`src/sude_pkg.sv`:
```
package sude_pkg;

	localparam logic [1:0] OP_WRITE = 2'd0;
	localparam logic [1:0] OP_READ  = 2'd1;
	localparam logic [1:0] OP_RXBYTE = 2'd2;
	localparam logic [1:0] OP_TICK  = 2'd3;

	localparam logic KIND_TX     = 1'b0;
	localparam logic KIND_REPORT = 1'b1;

	localparam logic [1:0] STATUS_OK      = 2'd0;
	localparam logic [1:0] STATUS_TIMEOUT = 2'd1;
	localparam logic [1:0] STATUS_FRAME   = 2'd2;
	localparam logic [1:0] STATUS_CRC     = 2'd3;

	localparam logic CFG_SLAVE_ADDR = 1'b0;
	localparam logic CFG_TIMEOUT    = 1'b1;

	localparam int CFG_INDEX_W = 1;
	localparam int CFG_DATA_W  = 16;

	localparam logic [7:0] FRAME_SYNC = 8'h05;
	localparam logic [7:0] CRC_POLY   = 8'h07;
	localparam logic [7:0] WRITE_FLAG = 8'h80;
	localparam logic [7:0] REG_MASK   = 8'h7F;

	localparam logic [3:0] ECHO_LEN = 4'd4;

	// One byte of CRC-8, data bits taken LSB first.
	function automatic logic [7:0] crc8_byte(input logic [7:0] crc_in,
		input logic [7:0] data);
		logic [7:0] crc;
		logic [7:0] cur;
		crc = crc_in;
		cur = data;
		for (int b = 0; b < 8; b++) begin
			if (crc[7] ^ cur[0]) begin
				crc = {crc[6:0], 1'b0} ^ CRC_POLY;
			end else begin
				crc = {crc[6:0], 1'b0};
			end
			cur = {1'b0, cur[7:1]};
		end
		return crc;
	endfunction

endpackage

```
`src/sude_cmd_if.sv`:
```
interface sude_cmd_if;
	logic        valid;
	logic        ready;
	logic [1:0]  opcode;
	logic [6:0]  reg_num;
	logic [31:0] write_data;
	logic [7:0]  rx_byte;

	modport source (output valid, opcode, reg_num, write_data, rx_byte, input ready);
	modport sink (input valid, opcode, reg_num, write_data, rx_byte, output ready);
endinterface

```
`src/sude_res_if.sv`:
```
interface sude_res_if;
	logic        valid;
	logic        ready;
	logic        kind;
	logic [7:0]  tx_byte;
	logic        is_last;
	logic [1:0]  status;
	logic [7:0]  reply_addr;
	logic [6:0]  reply_reg;
	logic [31:0] reply_data;

	modport source (output valid, kind, tx_byte, is_last, status, reply_addr, reply_reg,
		reply_data, input ready);
	modport sink (input valid, kind, tx_byte, is_last, status, reply_addr, reply_reg,
		reply_data, output ready);
endinterface

```
`src/sude_cfg_if.sv`:
```
interface sude_cfg_if;
	logic                            valid;
	logic                            ready;
	logic [sude_pkg::CFG_INDEX_W-1:0] index;
	logic [sude_pkg::CFG_DATA_W-1:0]  wdata;

	modport source (output valid, index, wdata, input ready);
	modport sink (input valid, index, wdata, output ready);
endinterface

```
`src/stepper_uart_datagram_engine.sv`:
```
// Channel  Role    Payload
// cmd      sink    opcode, reg_num, write_data, rx_byte
// res      source  kind, tx_byte, is_last, status, reply_addr, reply_reg, reply_data
// cfg      sink    index, wdata (0 slave address, 1 timeout ticks)
//
// A write request sends eight bytes and a read request four: one byte leaves the output
// register per cycle unless the output stalls, while the shared CRC-8 byte unit folds it
// into the checksum. A received byte or tick is handled in idle; one that closes a request
// yields a status item. A stalled output holds the sequencer in place. Reset clears all
// control state and restores slave address 0 and timeout 1000; no clearing pass is needed.
module stepper_uart_datagram_engine (
	input logic clk,
	input logic arst_n,
	sude_cmd_if.sink cmd,
	sude_res_if.source res,
	sude_cfg_if.sink cfg
);

	typedef enum logic [1:0] {ST_IDLE, ST_TX, ST_RPT} state_t;

	localparam logic [2:0] POS_SYNC = 3'd0;
	localparam logic [2:0] POS_ADDR = 3'd1;
	localparam logic [2:0] POS_REG  = 3'd2;
	localparam logic [2:0] POS_CRC  = 3'd7;
	localparam logic [2:0] READ_LAST = 3'd3;
	localparam logic [2:0] WRITE_LAST = 3'd7;

	state_t      state_q;
	logic [7:0]  slave_addr_q;
	logic [15:0] timeout_q;
	logic        is_write_q;
	logic [6:0]  pend_reg_q;
	logic [31:0] pend_data_q;
	logic        pending_q;
	logic        echo_q;
	logic [3:0]  rx_count_q;
	logic [15:0] wait_q;
	logic [7:0]  crc_q;
	logic [2:0]  byte_idx_q;
	logic        sync_ok_q;
	logic [1:0]  rpt_status_q;
	logic [7:0]  rpt_addr_q;
	logic [6:0]  rpt_reg_q;
	logic [31:0] rpt_data_q;

	logic        out_valid_q;
	logic        out_kind_q;
	logic [7:0]  out_tx_byte_q;
	logic        out_is_last_q;
	logic [1:0]  out_status_q;
	logic [7:0]  out_addr_q;
	logic [6:0]  out_reg_q;
	logic [31:0] out_data_q;

	logic [2:0]  tx_last_idx;
	logic        tx_is_last;
	logic [7:0]  tx_sel;
	logic [7:0]  crc_byte;
	logic [7:0]  crc_nxt;
	logic        out_free;
	logic        out_load;
	logic [3:0]  rx_pos;
	logic [2:0]  frame_pos;
	logic        in_echo;

	assign tx_last_idx = is_write_q ? WRITE_LAST : READ_LAST;
	assign tx_is_last  = (byte_idx_q == tx_last_idx);

	always_comb begin
		unique case (byte_idx_q)
			3'd0: tx_sel = sude_pkg::FRAME_SYNC;
			3'd1: tx_sel = slave_addr_q;
			3'd2: tx_sel = is_write_q ? ({1'b0, pend_reg_q} | sude_pkg::WRITE_FLAG)
				: {1'b0, pend_reg_q};
			3'd3: tx_sel = is_write_q ? pend_data_q[31:24] : crc_q;
			3'd4: tx_sel = pend_data_q[23:16];
			3'd5: tx_sel = pend_data_q[15:8];
			3'd6: tx_sel = pend_data_q[7:0];
			default: tx_sel = crc_q;
		endcase
	end

	// The CRC-8 byte unit is shared by the transmit sequencer and the reply checker.
	assign crc_byte = (state_q == ST_TX) ? tx_sel : cmd.rx_byte;
	assign crc_nxt  = sude_pkg::crc8_byte(crc_q, crc_byte);

	assign out_free  = !out_valid_q || res.ready;
	assign out_load  = ((state_q == ST_TX) || (state_q == ST_RPT)) && out_free;
	assign in_echo   = echo_q && (rx_count_q < sude_pkg::ECHO_LEN);
	assign rx_pos    = rx_count_q - (echo_q ? sude_pkg::ECHO_LEN : 4'd0);
	assign frame_pos = rx_pos[2:0];

	assign cmd.ready = (state_q == ST_IDLE);
	assign cfg.ready = 1'b1;

	assign res.valid      = out_valid_q;
	assign res.kind       = out_kind_q;
	assign res.tx_byte    = out_tx_byte_q;
	assign res.is_last    = out_is_last_q;
	assign res.status     = out_status_q;
	assign res.reply_addr = out_addr_q;
	assign res.reply_reg  = out_reg_q;
	assign res.reply_data = out_data_q;

	always_ff @(posedge clk or negedge arst_n) begin
		if (!arst_n) begin
			state_q       <= ST_IDLE;
			slave_addr_q  <= 8'd0;
			timeout_q     <= 16'd1000;
			is_write_q    <= 1'b0;
			pend_reg_q    <= 7'd0;
			pend_data_q   <= 32'd0;
			pending_q     <= 1'b0;
			echo_q        <= 1'b0;
			rx_count_q    <= 4'd0;
			wait_q        <= 16'd0;
			crc_q         <= 8'd0;
			byte_idx_q    <= 3'd0;
			sync_ok_q     <= 1'b0;
			rpt_status_q  <= sude_pkg::STATUS_OK;
			rpt_addr_q    <= 8'd0;
			rpt_reg_q     <= 7'd0;
			rpt_data_q    <= 32'd0;
			out_valid_q   <= 1'b0;
			out_kind_q    <= sude_pkg::KIND_TX;
			out_tx_byte_q <= 8'd0;
			out_is_last_q <= 1'b0;
			out_status_q  <= sude_pkg::STATUS_OK;
			out_addr_q    <= 8'd0;
			out_reg_q     <= 7'd0;
			out_data_q    <= 32'd0;
		end else begin
			if (cfg.valid) begin
				unique case (cfg.index)
					sude_pkg::CFG_SLAVE_ADDR: slave_addr_q <= cfg.wdata[7:0];
					sude_pkg::CFG_TIMEOUT:    timeout_q <= cfg.wdata[15:0];
					default: ;
				endcase
			end
			if (out_valid_q && res.ready && !out_load) begin
				out_valid_q <= 1'b0;
			end
			unique case (state_q)
				ST_IDLE: begin
					if (cmd.valid) begin
						unique case (cmd.opcode)
							sude_pkg::OP_WRITE, sude_pkg::OP_READ: begin
								is_write_q  <= (cmd.opcode == sude_pkg::OP_WRITE);
								echo_q      <= (cmd.opcode == sude_pkg::OP_READ);
								pend_reg_q  <= cmd.reg_num;
								pend_data_q <= (cmd.opcode == sude_pkg::OP_WRITE)
									? cmd.write_data : 32'd0;
								pending_q   <= 1'b1;
								rx_count_q  <= 4'd0;
								wait_q      <= 16'd0;
								byte_idx_q  <= 3'd0;
								crc_q       <= 8'd0;
								state_q     <= ST_TX;
							end
							sude_pkg::OP_RXBYTE: begin
								if (pending_q) begin
									if (in_echo) begin
										rx_count_q <= rx_count_q + 4'd1;
									end else if (frame_pos == POS_CRC) begin
										pending_q  <= 1'b0;
										rx_count_q <= 4'd0;
										wait_q     <= 16'd0;
										crc_q      <= 8'd0;
										state_q    <= ST_RPT;
										if (!sync_ok_q) begin
											rpt_status_q <= sude_pkg::STATUS_FRAME;
											rpt_addr_q   <= 8'd0;
											rpt_reg_q    <= 7'd0;
											rpt_data_q   <= 32'd0;
										end else if (crc_q != cmd.rx_byte) begin
											rpt_status_q <= sude_pkg::STATUS_CRC;
											rpt_addr_q   <= 8'd0;
											rpt_reg_q    <= 7'd0;
											rpt_data_q   <= 32'd0;
										end else if (is_write_q) begin
											rpt_status_q <= (rpt_data_q == pend_data_q)
												? sude_pkg::STATUS_OK : sude_pkg::STATUS_FRAME;
										end else begin
											rpt_status_q <= (rpt_reg_q == pend_reg_q)
												? sude_pkg::STATUS_OK : sude_pkg::STATUS_FRAME;
										end
									end else begin
										rx_count_q <= rx_count_q + 4'd1;
										crc_q      <= crc_nxt;
										if (frame_pos == POS_SYNC) begin
											sync_ok_q <= (cmd.rx_byte == sude_pkg::FRAME_SYNC);
										end else if (frame_pos == POS_ADDR) begin
											rpt_addr_q <= cmd.rx_byte;
										end else if (frame_pos == POS_REG) begin
											rpt_reg_q <= cmd.rx_byte[6:0];
										end else begin
											rpt_data_q <= {rpt_data_q[23:0], cmd.rx_byte};
										end
									end
								end
							end
							sude_pkg::OP_TICK: begin
								if (pending_q) begin
									if (wait_q >= timeout_q) begin
										pending_q    <= 1'b0;
										rx_count_q   <= 4'd0;
										wait_q       <= 16'd0;
										crc_q        <= 8'd0;
										rpt_status_q <= sude_pkg::STATUS_TIMEOUT;
										rpt_addr_q   <= 8'd0;
										rpt_reg_q    <= 7'd0;
										rpt_data_q   <= 32'd0;
										state_q      <= ST_RPT;
									end else begin
										wait_q <= wait_q + 16'd1;
									end
								end
							end
							default: ;
						endcase
					end
				end
				ST_TX: begin
					if (out_free) begin
						out_valid_q   <= 1'b1;
						out_kind_q    <= sude_pkg::KIND_TX;
						out_tx_byte_q <= tx_sel;
						out_is_last_q <= tx_is_last;
						out_status_q  <= sude_pkg::STATUS_OK;
						out_addr_q    <= 8'd0;
						out_reg_q     <= 7'd0;
						out_data_q    <= 32'd0;
						if (tx_is_last) begin
							crc_q   <= 8'd0;
							state_q <= ST_IDLE;
						end else begin
							crc_q      <= crc_nxt;
							byte_idx_q <= byte_idx_q + 3'd1;
						end
					end
				end
				ST_RPT: begin
					if (out_free) begin
						out_valid_q   <= 1'b1;
						out_kind_q    <= sude_pkg::KIND_REPORT;
						out_tx_byte_q <= 8'd0;
						out_is_last_q <= 1'b0;
						out_status_q  <= rpt_status_q;
						out_addr_q    <= rpt_addr_q;
						out_reg_q     <= rpt_reg_q;
						out_data_q    <= rpt_data_q;
						state_q       <= ST_IDLE;
					end
				end
				default: state_q <= ST_IDLE;
			endcase
		end
	end

endmodule
```
`src/flat_wrapper.sv`:
```
// flat-port wrapper written by rule: the top's interface ports become plain ports
module stepper_uart_datagram_engine_flat 
  (clk, arst_n, cmd_valid, cmd_opcode, cmd_reg_num, cmd_write_data, cmd_rx_byte, cmd_ready, res_valid, res_kind, res_tx_byte, res_is_last, res_status, res_reply_addr, res_reply_reg, res_reply_data, res_ready, cfg_valid, cfg_index, cfg_wdata, cfg_ready);
  sude_cmd_if cmd_i ();
  sude_res_if res_i ();
  sude_cfg_if cfg_i ();
  input logic clk;
  input logic arst_n;
  input wire logic [$bits(cmd_i.valid)-1:0] cmd_valid;
  input wire logic [$bits(cmd_i.opcode)-1:0] cmd_opcode;
  input wire logic [$bits(cmd_i.reg_num)-1:0] cmd_reg_num;
  input wire logic [$bits(cmd_i.write_data)-1:0] cmd_write_data;
  input wire logic [$bits(cmd_i.rx_byte)-1:0] cmd_rx_byte;
  output wire logic [$bits(cmd_i.ready)-1:0] cmd_ready;
  output wire logic [$bits(res_i.valid)-1:0] res_valid;
  output wire logic [$bits(res_i.kind)-1:0] res_kind;
  output wire logic [$bits(res_i.tx_byte)-1:0] res_tx_byte;
  output wire logic [$bits(res_i.is_last)-1:0] res_is_last;
  output wire logic [$bits(res_i.status)-1:0] res_status;
  output wire logic [$bits(res_i.reply_addr)-1:0] res_reply_addr;
  output wire logic [$bits(res_i.reply_reg)-1:0] res_reply_reg;
  output wire logic [$bits(res_i.reply_data)-1:0] res_reply_data;
  input wire logic [$bits(res_i.ready)-1:0] res_ready;
  input wire logic [$bits(cfg_i.valid)-1:0] cfg_valid;
  input wire logic [$bits(cfg_i.index)-1:0] cfg_index;
  input wire logic [$bits(cfg_i.wdata)-1:0] cfg_wdata;
  output wire logic [$bits(cfg_i.ready)-1:0] cfg_ready;
  assign cmd_i.valid = cmd_valid;
  assign cmd_i.opcode = cmd_opcode;
  assign cmd_i.reg_num = cmd_reg_num;
  assign cmd_i.write_data = cmd_write_data;
  assign cmd_i.rx_byte = cmd_rx_byte;
  assign cmd_ready = cmd_i.ready;
  assign res_valid = res_i.valid;
  assign res_kind = res_i.kind;
  assign res_tx_byte = res_i.tx_byte;
  assign res_is_last = res_i.is_last;
  assign res_status = res_i.status;
  assign res_reply_addr = res_i.reply_addr;
  assign res_reply_reg = res_i.reply_reg;
  assign res_reply_data = res_i.reply_data;
  assign res_i.ready = res_ready;
  assign cfg_i.valid = cfg_valid;
  assign cfg_i.index = cfg_index;
  assign cfg_i.wdata = cfg_wdata;
  assign cfg_ready = cfg_i.ready;
  stepper_uart_datagram_engine u_core (.clk(clk), .arst_n(arst_n), .cmd(cmd_i), .res(res_i), .cfg(cfg_i));
endmodule
```
`config.mk`:
```
export PLATFORM = sky130hd
export DESIGN_NAME = stepper_uart_datagram_engine_flat
export DESIGN_NICKNAME = d
export VERILOG_FILES = /design/src/sude_pkg.sv /design/src/sude_cmd_if.sv /design/src/sude_res_if.sv /design/src/sude_cfg_if.sv /design/src/stepper_uart_datagram_engine.sv /design/src/flat_wrapper.sv
export SDC_FILE = /design/constraint.sdc
export NUM_CORES = 1
export LEC_CHECK = 0
export BUFFER_PORTS_ARGS = -buffer_cell sky130_fd_sc_hd__buf_4
export CAP_MARGIN = 10
export CELL_PAD_IN_SITES_DETAIL_PLACEMENT = 2
export CELL_PAD_IN_SITES_GLOBAL_PLACEMENT = 2
export CORE_ASPECT_RATIO = 0.6
export CORE_MARGIN = 3
export CORE_UTILIZATION = 37
export DETAILED_ROUTE_END_ITERATION = 8
export PLACE_DENSITY_LB_ADDON = 0.1
export SLEW_MARGIN = 20
export SYNTH_ARGS = -nofsm -noshare
export SYNTH_HDL_FRONTEND = slang
export SYNTH_SLANG_ARGS = --single-unit
```
`constraint.sdc`:
```
create_clock -name clk -period 3 [get_ports clk]
set_input_delay 0.45 -clock clk [delete_from_list [all_inputs] [get_ports clk]]
set_output_delay 0.45 -clock clk [all_outputs]
set_load 0.1 [all_outputs]
```
[Word-level counts from Yosys, hierarchy flattened]
Index checks and enable logic that the tools add are counted.
Storage, ports and cells
  ROM bits: 0
  input port bits: 71
  bits in latches: 0
  bits in registers: 209
  memories kept: 0
  output and inout port bits: 62
  RAM bits: 0
Operators by class
  $add $sub $neg: 4
  magnitude comparators: 2
  multiply operators: 0
  reduce and logical (&&, ||, !) cells: 32
  divide/modulo/power cells: 0
  shift operators: 0
  muxes and demuxes: 121
  eq/ne operators: 41
  bitwise operators: 19
Operators by type and width (count)
  $mux 32: 13
  $mux 8: 21
  $pmux 32 s2: 2
  $mux 7: 12
  $mux 16: 5
  $pmux 8 s2: 4
  $pmux 8 s7: 1
  $pmux 16 s3: 1
  $mux 3: 14
  $mux 2: 20
  $eq 32x32->1: 1
  $pmux 7 s2: 2
  $not 3->3: 8
  $pmux 8 s3: 1
  $reduce_and 11->1: 2
  $ne 3x2->1 const B: 7
  $mux 4: 5
  $add 16x1->16 const B: 1
  $ge 16x16->1: 1
  $ne 2x1->1 const B: 8
  $reduce_and 7->1: 2
  $eq 3x3->1 const B: 4
  $pmux 2 s3: 2
  $pmux 4 s3: 1
  other kinds (37): 81

[Longest topological paths before layout]
  depth in word-level cells: 25
  mapped depth: 11
  depth with buffers taken out: 9

[Worst setup path before layout]
No wires, ideal clock.
  kind: reg-to-reg
  start: register u_core.state_q[0]
  end: register u_core.rpt_reg_q[6]
  arrival time: 2901 ps
  library setup time: 128 ps
  clock period less this slack: 3029 ps
  stages on the path, launching flop included: 9
  required time: 2872 ps
  path buffers: 2
  setup slack: -29 ps
  path through: dfrtp_1 inv_1 ha_1 and2_1 clkbuf_1 nand4_1 or4_1 buf_2 mux2_1
Between the ends
  word-level cells in the longest chain between the ends: 2
Ends and longest elaborated chain
  from (decl): line stepper_uart_datagram_engine.sv:28  | state_t state_q;
  from (signal assigned): line stepper_uart_datagram_engine.sv:107  | state_q <= ST_IDLE;
  from (signal assigned): line stepper_uart_datagram_engine.sv:158  | state_q <= ST_TX;
  from (signal assigned): line stepper_uart_datagram_engine.sv:169  | state_q <= ST_RPT;
  $logic_not 2->1
  via cmd_ready: line flat_wrapper.sv:14  | output wire logic [$bits(cmd_i.ready)-1:0] cmd_ready;
  $reduce_and 11->1 (no line)
  to (signal assigned): line stepper_uart_datagram_engine.sv:195  | rpt_reg_q <= cmd.rx_byte[6:0];
  to (decl): line stepper_uart_datagram_engine.sv:43  | logic [6:0] rpt_reg_q;
The timed path passes the listed nets, and every way through them passes these cells.
A chain may end at the register's enable or synchronous reset.

[Worst setup path after layout]
  start: register u_core.byte_idx_q[1]
  end: register u_core.crc_q[1]
Between the ends
  word-level cells in the longest chain between the ends: 15
  elaborated cells between the ends (all ways): 28
  classes of those cells: eq/ne: 7; mux: 14; bitwise: 6; reduce/logical: 1
Ends and longest elaborated chain
  from (decl): line stepper_uart_datagram_engine.sv:39  | logic [2:0] byte_idx_q;
  from (signal assigned): line stepper_uart_datagram_engine.sv:238  | byte_idx_q <= byte_idx_q + 3'd1;
  $eq 3x3->1 (tied with other cells): line stepper_uart_datagram_engine.sv:70  | unique case (byte_idx_q)
  $pmux 8 s7: line stepper_uart_datagram_engine.sv:70
  $mux 8: line stepper_uart_datagram_engine.sv:84  | assign crc_byte = (state_q == ST_TX) ? tx_sel : cmd.rx_byte;
  $xor 1x1->1: line sude_pkg.sv:37  | if (crc[7] ^ cur[0]) begin
  $mux 3: line sude_pkg.sv:37
  $xor 1x1->1 / $not 3->3 (equally long branches)
  $mux 3: line sude_pkg.sv:37
  $not 3->3 (no line) / $xor 1x1->1 (equally long branches)
  $mux 3: line sude_pkg.sv:37
  $mux 8: line stepper_uart_datagram_engine.sv:164  | end else if (frame_pos == POS_CRC) begin
  $mux 8: line stepper_uart_datagram_engine.sv:162  | if (in_echo) begin
  $mux 8: line stepper_uart_datagram_engine.sv:161  | if (pending_q) begin
  $pmux 8 s3: line stepper_uart_datagram_engine.sv:146  | unique case (cmd.opcode)
  $mux 8: line stepper_uart_datagram_engine.sv:145  | if (cmd.valid) begin
  $pmux 8 s2 *: line stepper_uart_datagram_engine.sv:143  | unique case (state_q)
  to (signal assigned): line stepper_uart_datagram_engine.sv:189  | crc_q <= crc_nxt;
  to (signal assigned): line stepper_uart_datagram_engine.sv:237  | crc_q <= crc_nxt;
  to (decl): line stepper_uart_datagram_engine.sv:38  | logic [7:0] crc_q;
Every way passes the cells marked *; elsewhere a longest branch is shown, timed or not. The select of a mux whose other input is x is not followed.

==> metrics.txt <==
commonest non-fill, non-tap cells in the layout=dfrtp_1 (203), nand2_1 (198), buf_4 (175), o21ai_0 (109), mux2_2 (63); Final Cell Area=0.0134 mm2; final setup vio count=0; M1 WL=20.2 mm; routed wl met2=15.8 mm; number of synthesized flops with an enable pin=0; PD cells=1140 mW/mm2; TritonRoute pass-1 iters=5; largest net degree at the start of global routing=76; hold path start=cfg_wdata[11]; post-route setup slack=166 ps; number of cells produced by synthesis=1101; port buffer count=131; post-synthesis sequential area ratio=0.482; HPWL after DPL=29.3 mm; Initial Utilization=0.385; CP bufs+invs=1; final-layout fill cell count=2967; Worst-Skew Late Latency=530 ps; Worst-Margin Slew=894 ps; Hold Crit Depth=2; Root Driver=clkbuf_16; syn avg cell area=9.87 um2; CTS tree=built; Psw=7.42 mW; Warnings, synthesis=0; VDD IR-drop max=0.000547 V; Clock power frac=0.205; Placement Setup Slack=46.2 ps; DR DRC count=0; Top Metal Used=met4; CP Max Fanout=7; post-DR wirelength/cell=23.9 um; global route overflow=0; launching point of the worst reg2reg path=u_core.byte_idx_q[1]$_DFFE_PN0P_; Die Width=227 um; synth unique cells=77; sw frac=0.487; P_leak=6.09 nW; CP Capture Type=flop; worst reg2reg setup slack=170 ps; required time of the critical path=3390 ps; dpl cells=1586; first-pass GRT wire length=60.0 mm; commonest non-fill, non-tap cell in the layout=dfrtp_1; placed cell area=0.0125 mm2; Area Overhead vs Synth=22.9%; CTS Buf Count=23; DR vias=8925; critical path arrival=3230 ps; core area=0.0282 mm2; worst clock skew=15.0 ps; met3 wire len=2.33 mm; critical path depth=9; I/O pin count=133; vias in the first global route=9600; power share of the combinational group=0.458; Total Nets Final=1346; Placement Rows=47; Max Cap Violations=0; layout cells sized above 1=0.247; CTS Buffer Depth=3; crit path launch type=flop; # diodes=0; reg2reg path depth=9; Max stage delay on crit path=470 ps; Fin. Hold Viols=0; clk slew on worst S/H paths=60 ps; setup TNS=0 ps; Mapped Nets=1201; slowest cell on the critical path=xnor3_2; post-route clock period utilization=0.945; Hold Path End=u_core.timeout_q[11]$_DFFE_PN0P_; Tmin final=2830 ps; Die Span Y=139 um; WHS=157 ps; initial antenna violation count=0; DR vias/cell=5.48; mapped cell area=0.0109 mm2; First DRT Iteration DRCs=669; Hold Path Class=in2reg; maximum level of the CTS H-tree=1; cell family with most CP delay=compound AO/OA/AOI/OAI gates; total routed wirelength=38.9 mm; Die Area=0.0315 mm2; Crit Path Category=reg2reg; Int Power=7.81 mW; status=complete, no violations; Routed Antenna Nets=0; unrepaired setup endpoints after global routing=false; fmax=0.353 GHz; Seq cells post-synth=209; crit path cell chain=inv_1 -> ha_1 -> nor2b_1 -> a221o_1 -> a311oi_2 -> o31a_2 -> xnor3_2 -> xnor2_1 -> o2bb2ai_1; CTS Sinks=209; post-synthesis async set-or-reset flop share=1.00; Tot GR Track Use=0.248; Cell Count, Final, Fillers Out=1630; RR Endpoint=u_core.crc_q[1]$_DFFE_PN0P_; Main synth FF type=dfrtp_1; worst rel slew slack=0.403; Final Max Tran Viols=0; placer congestion estimate=0.879; Flop pwr share=0.336
==> metal layers <==
metal / track usage / up-vias
li1: - / 4056
met1: 0.400 / 4611
met2: 0.346 / 225
met3: 0.0487 / 33
met4: 0.0363 / 0
met5: 0 / -
==> cell usage after synthesis, types with 12 or more instances <==
cell type | count | area [um2]
a21oi_1 | 15 | 75.1
and2_1 | 12 | 75.1
buf_2 | 15 | 75.1
clkbuf_1 | 42 | 158
dfrtp_1 | 203 | 5080
ha_1 | 29 | 363
inv_1 | 54 | 203
mux2_2 | 63 | 709
mux2i_1 | 27 | 270
nand2_1 | 199 | 747
nand2b_1 | 39 | 244
nand4_1 | 14 | 87.6
nor2_1 | 36 | 135
nor2b_1 | 12 | 75.1
o21ai_0 | 109 | 546
xnor2_1 | 41 | 359
xor2_1 | 33 | 289
==> worst max path at each step <==
stage                                           startpoint                         endpoint  slack [ps]
after global routing      u_core.byte_idx_q[0]$_DFFE_PN0P_      u_core.crc_q[7]$_DFFE_PN0P_          20
after detailed placement   u_core.timeout_q[9]$_DFFE_PN1P_  u_core.rpt_reg_q[6]$_DFFE_PN0P_          50
after CTS                  u_core.timeout_q[9]$_DFFE_PN1P_  u_core.rpt_reg_q[6]$_DFFE_PN0P_          30
after global placement    u_core.byte_idx_q[0]$_DFFE_PN0P_      u_core.crc_q[1]$_DFFE_PN0P_         130
after floorplan              u_core.state_q[0]$_DFFE_PN0P_  u_core.rpt_reg_q[6]$_DFFE_PN0P_         290
final                     u_core.byte_idx_q[1]$_DFFE_PN0P_      u_core.crc_q[1]$_DFFE_PN0P_         170
==> layout make-up <==
type                            instances  area [um2]  share of cell area
Clock buffer                           32         629              0.0471
Clock inverter                         10         181              0.0136
Inverter                               55         206              0.0155
Multi-Input combinational cell        775        5210               0.390
Sequential cell                       209        5240               0.392
Tap cell                              367         459              0.0344
Timing Repair Buffer                  182        1440               0.108
==> repair_timing <==
action,CTS,global route
gates resized for setup,0,5
hold endpoints to repair,8,0
setup buffers,0,1
hold buffers,1,0
setup endpoints to repair,0,44
==> worst register-to-register path: stages, from the launching register on <==
cell       delay (ps)
dfrtp_1           430
inv_1             100
ha_1              310
nor2b_1           200
a221o_1           370
a311oi_2          340
o31a_2            230
xnor3_2           470
xnor2_1           190
o2bb2ai_1          70
==> metrics by stage <==
stage / total power, mW / utilization
2_1_floorplan: 9.68 / -
3_3_place_gp: 11.8 / 0.443
3_5_place_dp: 12.0 / 0.443
4_1_cts: 15.3 / 0.472
5_1_grt: 16.0 / 0.473
6_report: 15.2 / 0.473
==> kinds of logic after synthesis <==
| group | Yosys count | synth area share |
|---|---|---|
| muxes | 91 | 0.0912 |
| xor gates and xnor gates | 76 | 0.0639 |
| buffers and inverters | 117 | 0.0432 |
| other | 1 | 0.000345 |
| AOI/OAI and AO/OA | 212 | 0.128 |
| DFF | 209 | 0.482 |
| and+or+nand+nor | 366 | 0.158 |
| adders and majority gates | 29 | 0.0334 |
==> power groups by stage <==
stage / sequential (mW) / clock, mW / combinational, mW
4_1_cts: 5.08 / 3.20 / 6.99
5_1_grt: 5.23 / 3.32 / 7.48
2_1_floorplan: 6.85 / 0 / 2.84
6_report: 5.12 / 3.13 / 6.99
3_5_place_dp: 5.11 / 0 / 6.94
3_3_place_gp: 5.05 / 0 / 6.75
Power figures use the tool's default switching activity.
